`src/design/pel_pkg.sv`:
```
// Shared types and constants for the passcode entry lock.
// Used by pel_step, pel_outq and passcode_entry_lock; no dependencies.
`default_nettype none

package pel_pkg;

    localparam int CODE_DIGITS_DEF = 6;
    localparam int PASS_W          = 24;
    localparam int PASS_DIGITS     = PASS_W / 4;
    localparam logic [PASS_W-1:0] PASS_RESET = 24'h123456;

    localparam int OUTQ_DEPTH = 4;

    localparam logic [7:0] KEY_LF   = 8'h0A;
    localparam logic [7:0] KEY_CR   = 8'h0D;
    localparam logic [7:0] KEY_BS   = 8'h08;
    localparam logic [7:0] KEY_DEL  = 8'h7F;
    localparam logic [7:0] KEY_ESC  = 8'h1B;
    localparam logic [7:0] KEY_ZERO = 8'h30;
    localparam logic [7:0] KEY_NINE = 8'h39;

    typedef enum logic [2:0] {
        EV_OPEN   = 3'd0,
        EV_MASK   = 3'd1,
        EV_ERASE  = 3'd2,
        EV_CANCEL = 3'd3,
        EV_GRANT  = 3'd4,
        EV_DENY   = 3'd5
    } t_event;

    typedef struct packed {
        t_event     ev;
        logic [2:0] pos;
        logic       last;
    } t_res;

    // results produced by one key: count (0..2) and the items in order
    typedef struct packed {
        logic [1:0] num;
        t_res       res0;
        t_res       res1;
    } t_push;

endpackage

`default_nettype wire

```
`src/design/pel_step.sv`:
```
// Key input register, entry state, digit store and verdict compare.
// Depends on pel_pkg; feeds result items to pel_outq.
`default_nettype none

module pel_step #(
    parameter int CODE_DIGITS = pel_pkg::CODE_DIGITS_DEF
) (
    input  wire logic                        i_clk,
    input  wire logic                        i_rst_n,
    input  wire logic                        i_key_valid,
    output logic                             o_key_ready,
    input  wire logic [7:0]                  i_key,
    input  wire logic                        i_cfg_valid,
    input  wire logic [pel_pkg::PASS_W-1:0]  i_cfg_data,
    input  wire logic                        i_room,
    output pel_pkg::t_push                   o_push
);
    import pel_pkg::*;

    localparam int CNT_W  = $clog2(CODE_DIGITS + 1);
    localparam int IDX_W  = (CODE_DIGITS > 1) ? $clog2(CODE_DIGITS) : 1;
    localparam int WANT_W = (4 * CODE_DIGITS > PASS_W) ? 4 * CODE_DIGITS : PASS_W;

    logic                r_key_vld;
    logic [7:0]          r_key;
    logic                r_active;
    logic                n_active;
    logic [CNT_W-1:0]    r_count;
    logic [CNT_W-1:0]    n_count;
    logic [PASS_W-1:0]   r_pass;
    logic [3:0]          r_store [CODE_DIGITS];
    logic                fire;
    logic                store_we;
    logic                match;
    logic [WANT_W-1:0]   want_vec;
    logic [3:0]          cand;
    t_push               push;

    assign fire        = r_key_vld && i_room;
    assign o_key_ready = !r_key_vld || fire;
    assign want_vec    = WANT_W'(r_pass);
    assign o_push      = push;

    // last digit sits in the bottom nibble; leading digits beyond the register compare to zero
    always_comb begin
        match = 1'b1;
        for (int i = 0; i < CODE_DIGITS; i++) begin
            cand = (i == CODE_DIGITS - 1) ? r_key[3:0] : r_store[i];
            if (cand != want_vec[4*(CODE_DIGITS-1-i) +: 4]) begin
                match = 1'b0;
            end
        end
    end

    always_comb begin
        n_active = r_active;
        n_count  = r_count;
        store_we = 1'b0;
        push     = '0;
        if (fire) begin
            if (!r_active) begin
                if (r_key == KEY_LF || r_key == KEY_CR) begin
                    n_active   = 1'b1;
                    n_count    = '0;
                    push.num   = 2'd1;
                    push.res0  = '{ev: EV_OPEN, pos: 3'd0, last: 1'b1};
                end
            end else if (r_key inside {[KEY_ZERO:KEY_NINE]}) begin
                store_we = 1'b1;
                if (r_count == CNT_W'(CODE_DIGITS - 1)) begin
                    n_active  = 1'b0;
                    n_count   = '0;
                    push.num  = 2'd2;
                    push.res0 = '{ev: EV_MASK, pos: 3'(r_count), last: 1'b0};
                    push.res1 = '{ev: (match ? EV_GRANT : EV_DENY), pos: 3'd0, last: 1'b1};
                end else begin
                    n_count   = r_count + CNT_W'(1);
                    push.num  = 2'd1;
                    push.res0 = '{ev: EV_MASK, pos: 3'(r_count), last: 1'b1};
                end
            end else if ((r_key == KEY_DEL || r_key == KEY_BS) && r_count != '0) begin
                n_count   = r_count - CNT_W'(1);
                push.num  = 2'd1;
                push.res0 = '{ev: EV_ERASE, pos: 3'(r_count - CNT_W'(1)), last: 1'b1};
            end else if (r_key == KEY_ESC) begin
                n_active  = 1'b0;
                n_count   = '0;
                push.num  = 2'd1;
                push.res0 = '{ev: EV_CANCEL, pos: 3'd0, last: 1'b1};
            end
        end
    end

    always_ff @(posedge i_clk) begin
        if (!i_rst_n) begin
            r_key_vld <= 1'b0;
            r_active  <= 1'b0;
            r_count   <= '0;
            r_pass    <= PASS_RESET;
        end else begin
            if (o_key_ready) begin
                r_key_vld <= i_key_valid;
            end
            r_active <= n_active;
            r_count  <= n_count;
            if (i_cfg_valid) begin
                r_pass <= i_cfg_data;
            end
        end
    end

    always_ff @(posedge i_clk) begin
        if (o_key_ready && i_key_valid) begin
            r_key <= i_key;
        end
        if (store_we) begin
            r_store[r_count[IDX_W-1:0]] <= r_key[3:0];
        end
    end

    a_count_range: assert property (@(posedge i_clk) disable iff (!i_rst_n)
        r_count < CNT_W'(CODE_DIGITS))
        else $error("digit count out of range");

    a_idle_count: assert property (@(posedge i_clk) disable iff (!i_rst_n)
        !r_active |-> r_count == '0)
        else $error("digits held while idle");

    a_hold_key: assert property (@(posedge i_clk) disable iff (!i_rst_n)
        r_key_vld && !i_room |=> r_key_vld && $stable(r_key) && $stable(r_count))
        else $error("stalled key lost or state moved");

endmodule

`default_nettype wire

```
`src/design/pel_outq.sv`:
```
// Small result queue: takes up to two result items a cycle, hands out one a beat.
// Depends on pel_pkg.
`default_nettype none

module pel_outq (
    input  wire logic            i_clk,
    input  wire logic            i_rst_n,
    input  wire pel_pkg::t_push  i_push,
    output logic                 o_room,
    output logic                 o_valid,
    input  wire logic            i_ready,
    output pel_pkg::t_res        o_res
);
    import pel_pkg::*;

    localparam int PTR_W = $clog2(OUTQ_DEPTH);
    localparam int CNT_W = PTR_W + 1;

    t_res             r_mem [OUTQ_DEPTH];
    logic [PTR_W-1:0] r_wr;
    logic [PTR_W-1:0] r_rd;
    logic [CNT_W-1:0] r_cnt;
    logic             pop;

    assign o_valid = r_cnt != '0;
    assign pop     = o_valid && i_ready;
    assign o_res   = r_mem[r_rd];
    // room for the worst case of two results from one key
    assign o_room  = r_cnt <= CNT_W'(OUTQ_DEPTH - 2);

    always_ff @(posedge i_clk) begin
        if (!i_rst_n) begin
            r_wr  <= '0;
            r_rd  <= '0;
            r_cnt <= '0;
        end else begin
            r_wr  <= r_wr + PTR_W'(i_push.num);
            r_rd  <= r_rd + PTR_W'(pop);
            r_cnt <= r_cnt + CNT_W'(i_push.num) - CNT_W'(pop);
        end
    end

    always_ff @(posedge i_clk) begin
        if (i_push.num != 2'd0) begin
            r_mem[r_wr] <= i_push.res0;
        end
        if (i_push.num == 2'd2) begin
            r_mem[r_wr + PTR_W'(1)] <= i_push.res1;
        end
    end

    a_no_overflow: assert property (@(posedge i_clk) disable iff (!i_rst_n)
        i_push.num != 2'd0 |-> (r_cnt + CNT_W'(i_push.num)) <= CNT_W'(OUTQ_DEPTH))
        else $error("result queue overflow");

    a_num_range: assert property (@(posedge i_clk) disable iff (!i_rst_n)
        i_push.num != 2'd3)
        else $error("more than two results from one key");

    a_count_step: assert property (@(posedge i_clk) disable iff (!i_rst_n)
        pop && i_push.num == 2'd0 |=> r_cnt == $past(r_cnt) - CNT_W'(1))
        else $error("queue count did not drop on beat");

endmodule

`default_nettype wire

```
`src/design/passcode_entry_lock.sv`:
```
// A key beat is registered, then stepped into the result queue when it has room,
// and its first result beat is offered from the queue's registered storage.
// Throughput: one key per cycle while results are taken; a key with a verdict
// occupies the output for two beats, set by the single-beat result queue port.
// Reset (i_rst_n low, synchronous): idle, no digits, queue empty, passcode 0x123456.
// Digit store is not reset; a verdict only reads digits of the current entry.
`default_nettype none

module passcode_entry_lock #(
    parameter int CODE_DIGITS = pel_pkg::CODE_DIGITS_DEF
) (
    input  wire logic                        i_clk,
    input  wire logic                        i_rst_n,
    input  wire logic                        s_axis_tvalid,
    output logic                             s_axis_tready,
    input  wire logic [7:0]                  s_axis_tdata,   // [7:0] key_code
    output logic                             m_axis_tvalid,
    input  wire logic                        m_axis_tready,
    output logic [7:0]                       m_axis_tdata,   // [2:0] event_res, [5:3] position
    output logic                             m_axis_tlast,
    input  wire logic                        i_cfg_valid,
    output logic                             o_cfg_ready,
    input  wire logic [pel_pkg::PASS_W-1:0]  i_cfg_data     // passcode_bcd
);
    import pel_pkg::*;

    t_push push;
    t_res  res;
    logic  room;

    assign o_cfg_ready = 1'b1;

    pel_step #(
        .CODE_DIGITS (CODE_DIGITS)
    ) u_step (
        .i_clk       (i_clk),
        .i_rst_n     (i_rst_n),
        .i_key_valid (s_axis_tvalid),
        .o_key_ready (s_axis_tready),
        .i_key       (s_axis_tdata),
        .i_cfg_valid (i_cfg_valid),
        .i_cfg_data  (i_cfg_data),
        .i_room      (room),
        .o_push      (push)
    );

    pel_outq u_outq (
        .i_clk   (i_clk),
        .i_rst_n (i_rst_n),
        .i_push  (push),
        .o_room  (room),
        .o_valid (m_axis_tvalid),
        .i_ready (m_axis_tready),
        .o_res   (res)
    );

    assign m_axis_tdata = {2'b00, res.pos, res.ev};
    assign m_axis_tlast = res.last;

endmodule

`default_nettype wire
```
`config.mk`:
```
export PLATFORM = sky130hd
export DESIGN_NAME = passcode_entry_lock
export DESIGN_NICKNAME = d
export VERILOG_FILES = /design/src/design/pel_pkg.sv /design/src/design/pel_step.sv /design/src/design/pel_outq.sv /design/src/design/passcode_entry_lock.sv
export SDC_FILE = /design/constraint.sdc
export NUM_CORES = 1
export LEC_CHECK = 0
export BUFFER_PORTS_ARGS = -buffer_cell sky130_fd_sc_hd__buf_2
export CORE_MARGIN = 3
export CORE_UTILIZATION = 59
export CTS_CLUSTER_DIAMETER = 30
export CTS_CLUSTER_SIZE = 28
export DETAILED_ROUTE_END_ITERATION = 12
export GPL_TIMING_DRIVEN = 0
export PLACE_DENSITY = 0.88
export SLEW_MARGIN = 10
export SYNTH_ARGS = -nofsm -noshare
export SYNTH_HDL_FRONTEND = slang
export SYNTH_HIERARCHICAL = 1
export SYNTH_SLANG_ARGS = --single-unit
```
`constraint.sdc`:
```
create_clock -name i_clk -period 3.5 [get_ports i_clk]
set_input_delay 0.7 -clock i_clk [delete_from_list [all_inputs] [get_ports i_clk]]
set_output_delay 0.7 -clock i_clk [all_outputs]
set_load 0.03 [all_outputs]
```
Word level (Yosys, flattened, before mapping) --
Memory sizes are Yosys's and may differ from the RTL's. A register that Yosys moved wholly into a read port is not among the register bits. Cells that the tools add are included. W data, S select, Z words.
Cells by class: reduce and logical (&&, ||, !) cells 14, eq/ne operators 14, add/subtract/negate cells 7, muxes and demuxes 39, $lt $le $gt $ge 3
Operator list (count):
- $mux W9 | 3
- $eq A8 B4 Y1 const B | 3
- $mux W8 | 3
- $ne A4 B4 Y1 | 6
- $mux W1 | 22
- $mux W7 | 3
- $mux W3 | 6
- $mux W16 | 1
- $eq A8 B5 Y1 const B | 1
- $eq A8 B7 Y1 const B | 1
- $ge A8 B6 Y1 const B | 1
- $le A8 B6 Y1 const B | 1
- $reduce_bool A3 Y1 | 2
- $logic_and A1 B1 Y1 | 5
- $ne A4 B4 Y1 const B | 1
- $reduce_bool A2 Y1 | 2
- $add A3 B1 Y3 const B | 1
- $add A3 B2 Y3 | 1
- $eq A3 B3 Y1 const B | 1
- $le A3 B2 Y1 const B | 1
- $logic_or A1 B1 Y1 | 3
- $reduce_and A3 Y1 | 1
- $sub A3 B1 Y3 | 1
- $sub A3 B1 Y3 const B | 1
- other kinds (6) | 6
Word-level totals: register bits 44, memories kept 2, output and inout bits 12, input port bits 37, bits in writable memories 52, word-level logic and storage cells 87
Memories:
- u_outq.r_mem | depth 4, width 7, read ports 1, clocked after Yosys merged registers in 1, wr ports 2, RTL line pel_outq.sv:19 | t_res r_mem [OUTQ_DEPTH];
- u_step.r_store | depth 6, width 4, read ports 5, clocked after Yosys merged registers in 0, wr ports 1, RTL line pel_step.sv:31 | logic [3:0] r_store [CODE_DIGITS];

Depth between registers and ports, before layout --
An unclocked memory read counts as a cell.
depth in word-level cells 16, gate-level depth with buffers 12, depth with buffers taken out 10

Modules after synthesis --
The synthesis kept the hierarchy.
Modules (own cells, without submodules):
- pel_step | area an instance 2647.5 µm², times used 1, cells an instance 233, seq. area each 1421.4 µm²
- pel_outq | area an instance 1821.7 µm², times used 1, cells an instance 115, seq. area each 980.9 µm²
- passcode_entry_lock | area an instance 30.0 µm², times used 1, cells an instance 5, seq. area each 0.0 µm²

Least setup slack after synthesis --
Ideal clock, no wire load.
path kind register -> register, from register u_step.r_count[0], to memory u_outq/r_mem[0][0] (netlist name) (enable), path buffers 3, clock period less this slack 3173 ps, library setup time 383 ps, slack 327 ps, data required time 3117 ps, arrival 2790 ps, cell stages (with the launch flop) 12, cell sequence dfxtp_1 > clkbuf_1 > inv_1 > ha_1 > nor2b_1 > or2_4 > a31o_4 > a21oi_1 > buf_4 > buf_2 > nor2_1 > o31ai_1
RTL lines:
- from (decl) | RTL line pel_step.sv:28 | logic [CNT_W-1:0] r_count;
- from (signal assigned) | RTL line pel_step.sv:105 | r_count <= n_count;
- to (decl) | RTL line pel_outq.sv:19

==> out/metrics.cfg <==
[placed_design]
place_ws_ns=-0.420
post_dp_cell_area_um2=4860
numPlacedInstances=501
post-dp-hpwl_mm=5.92
gp_congestion=0.851
io_buffer_count=44

[worst_setup_path]
crit_type=flop to flop
cpPeakStageDelay_ns=0.58
cp.arrival_ns=3.53
cp_max_fo=11
r2r_cells=10
r2r_slack_ns=0.1
slowest_stage=edfxtp_1
r2r_end=u_outq/r_mem[0][0]
critPathLaunchType=flop
cp-end-kind=flop
r2r-start=u_step/r_key[1]
worstPathRequired_ns=3.62
crit_chain=o21ai_1 > nand4_1 > and2_4 > a31o_4 > a21oi_2 > buf_4 > buf_2 > nand4b_1 > buf_12 > mux2_2

[global_route]
grt-ovfl-total=0
antenna_found_initial=0
grt_pass1_vias=2814
grt_max_degree=18
grt_pass1_wl_mm=13.8
grt_usage_pct=20.9

[timing]
period_minus_slack_ns=3.40
setup_slack_ns=0.0971
timing.setup.tns_ns=0
worst_hold_slack_ns=0.503
slew_viol_final=0
max_freq_ghz=0.294
fin_skew_ns=0.00940
max_slew_margin_pct=51.4
tightest_slew_ns=0.729
finalHoldViolCount=0
setup_viol_count_final=0
post-route-period-util_pct=97.2

[detailed_routing]
drt_wl_total_mm=8.63
vias=2843
routed_via_density=5.48
drt_first_pass_iters=5
drt_iter0_markers=209
drc=0
postRouteAntennaNets=0
avgRoutedWirePerCell_um=16.6

[power_and_ir_drop]
power_mw=2.30
pwr-share-clk_pct=30.7
seq_power_share_pct=53.6
p_comb_share_pct=15.8
peakVddDrop_uv=344
power.switching_uw=630
p_per_area_nw_per_um2=449
p_int_mw=1.67
leakage_nw=2.01
power.share.switching_pct=27.4

[clock_tree]
cts_tree=yes
cts_hold_buffers=0
clockBufferDepth=2
cts_made_buffers=9
path_clk_slew_ns=0.09
clk-insertion-delay-late_ns=0.37
root_buffer=clkbuf_8
clock_sinks=92
htreeDepth=3

[yosys]
synthDistinctLibCells=60
synthTopCellsByArea=edfxtp_1, dfxtp_1, mux2i_1, mux2_2, xnor2_1
yosysWarnings=6
avgSynthCellArea_um2=12.7
synth_edf_count=56
async_reset_ff_share_pct=0
synth_top_area_share_pct=37.4
synth_area_leader_cell=edfxtp_1
ys_seq_area_share_pct=53.4
synthCells=353
synthFlopType=edfxtp_1
syn_area_um2=4500
synth_seq_cells=92

[cells_and_area]
layout-drive-gt1-share_pct=30.7
finalNonFillerCells=519
register_area_um2=2400
finalInstanceArea_um2=5130
final_nets=461
area_delta_synth_final_pct=14.1
post-route-util_pct=70.0
antenna_cells=0
multi_input_area_um2=1980
fill_cells=512

[floorplanning]
die_area_um2=8710
core_area_um2=7330
fp-row-count=31
die_w_um=93.3
start_util_pct=61.4
ioPinCount=49
die_h_um=93.3

[hold_path]
hp-start=s_axis_tdata[7]
hold_class=input port to flop
holdPathEnd=u_step/r_key[7]
hold_depth=1

[run]
max_cap_violations=0

[run_status]
status=completed

## cell usage after synthesis (all sizes together) (2+ instances only)
cell,number
edfxtp,56
dfxtp,36
mux2i,31
mux2,28
nor2,28
xnor2,24
buf,20
nand2,18
ha,8
nand4,8
clkbuf,7
inv,7
mux4,7
a21oi,6
and2,5
nor3,5
nand2b,4
nand3,4
nor2b,4
conb,3
nor4,3
o21ai,3
or2,3
a211oi,2
a21o,2
a2bb2oi,2
nand4b,2
nor4b,2
nor4bb,2
o31ai,2
xnor3,2
## power groups by stage
stage	logic, mW	registers (mW)	clock network (mW)
2_1_floorplan	0.285	1.24	0
3_3_place_gp	0.355	1.26	0
3_5_place_dp	0.365	1.26	0
4_1_cts	0.367	1.23	0.720
5_1_grt	0.403	1.24	0.762
6_report	0.363	1.23	0.706
## layout by cell type (no fill, tap or decap), types with 3 or more instances in the layout
cell      Yosys  routed
edfxtp_1     56      56
buf_2         6      50
dfxtp_1      36      36
mux2i_1      31      31
nor2_1       28      27
mux2_2       26      26
xnor2_1      24      24
nand2_1      18      18
buf_4        11      12
clkbuf_8      0       9
conb_1        3       8
ha_1          8       8
nand4_1       8       8
mux4_2        7       7
inv_1         7       7
clkbuf_1      6       5
a21oi_1       6       5
nand2b_1      4       4
and2_1        4       4
nand3_1       4       4
nor3_1        5       4
inv_6         0       3
buf_1         3       3
nor2b_1       4       3
## logic make-up (layout without fill, tap and decap cells)
logic type                 count (synthesis)  in the layout  synth area share, %
AOI/OAI and AO/OA                         28             28                 5.09
xor gates and xnor gates                  26             26                 5.67
adders and majority gates                  9              9                 2.67
buffers and inverters                     35             97                 4.03
DFF                                       92             92                 53.4
muxes                                     66             66                 17.4
other                                      3              8                0.250
and+or+nand+nor                           94             94                 11.5
## final cells by class
cell class                 instances  area share [%]
inverter                           8           0.585
clock buffer                      10            2.90
tap                               99            2.41
buffer                            27            2.97
timing repair buffer              46            4.82
clock inverter                     6           0.999
sequential                        92            46.8
multi-input combinational        231            38.5
## repair_timing
action / CTS / global route
setup buffers: 2 / 0
endpoints found under the setup margin: 50 / 48
resized for setup: 5 / 6
## flip-flops by register name (all words and copies together) (netlist names)
signal / flops
u_outq/r_wr: 2
u_outq/r_cnt: 3
u_step/r_active: 1
u_step/r_store: 20
u_outq/r_mem: 28
u_step/r_key: 8
u_step/r_pass: 24
u_step/r_key_vld: 1
u_step/r_count: 3
u_outq/r_rd: 2
## worst max path at each step
stage,endpoint,startpoint,slack [ns],cells past startpoint
after floorplan,u_outq/r_mem[0][0],u_step/r_count[0],0.33,11
after global placement,u_outq/r_mem[0][6],u_step/r_key[1],-0.30,9
after detailed placement,u_outq/r_mem[0][6],u_step/r_key[2],-0.42,9
after CTS,u_outq/r_mem[1][3],u_step/r_key[2],0.09,9
after global routing,u_outq/r_mem[0][0],u_step/r_key[2],-0.02,10
final,u_outq/r_mem[0][0],u_step/r_key[1],0.1,10
## routing by layer
metal	track usage [%]	vias to the layer above	share of wire, %
li1	-	1398	-
met1	27.2	1355	43
met2	33.4	80	50
met3	5.87	10	5.5
met4	7.57	0	1.6
met5	0	-	0
## worst max-delay path, delay by kind of cell (launching register included)
| kind | cells | cell delay, ns |
|---|---|---|
| AO/OA/AOI/OAI | 3 | 0.73 |
| buffers and inverters | 3 | 0.54 |
| flip-flops | 1 | 0.58 |
| multiplexers | 1 | 0.34 |
| AND/OR/NAND/NOR | 3 | 0.97 |
Power figures use the tool's default switching activity.
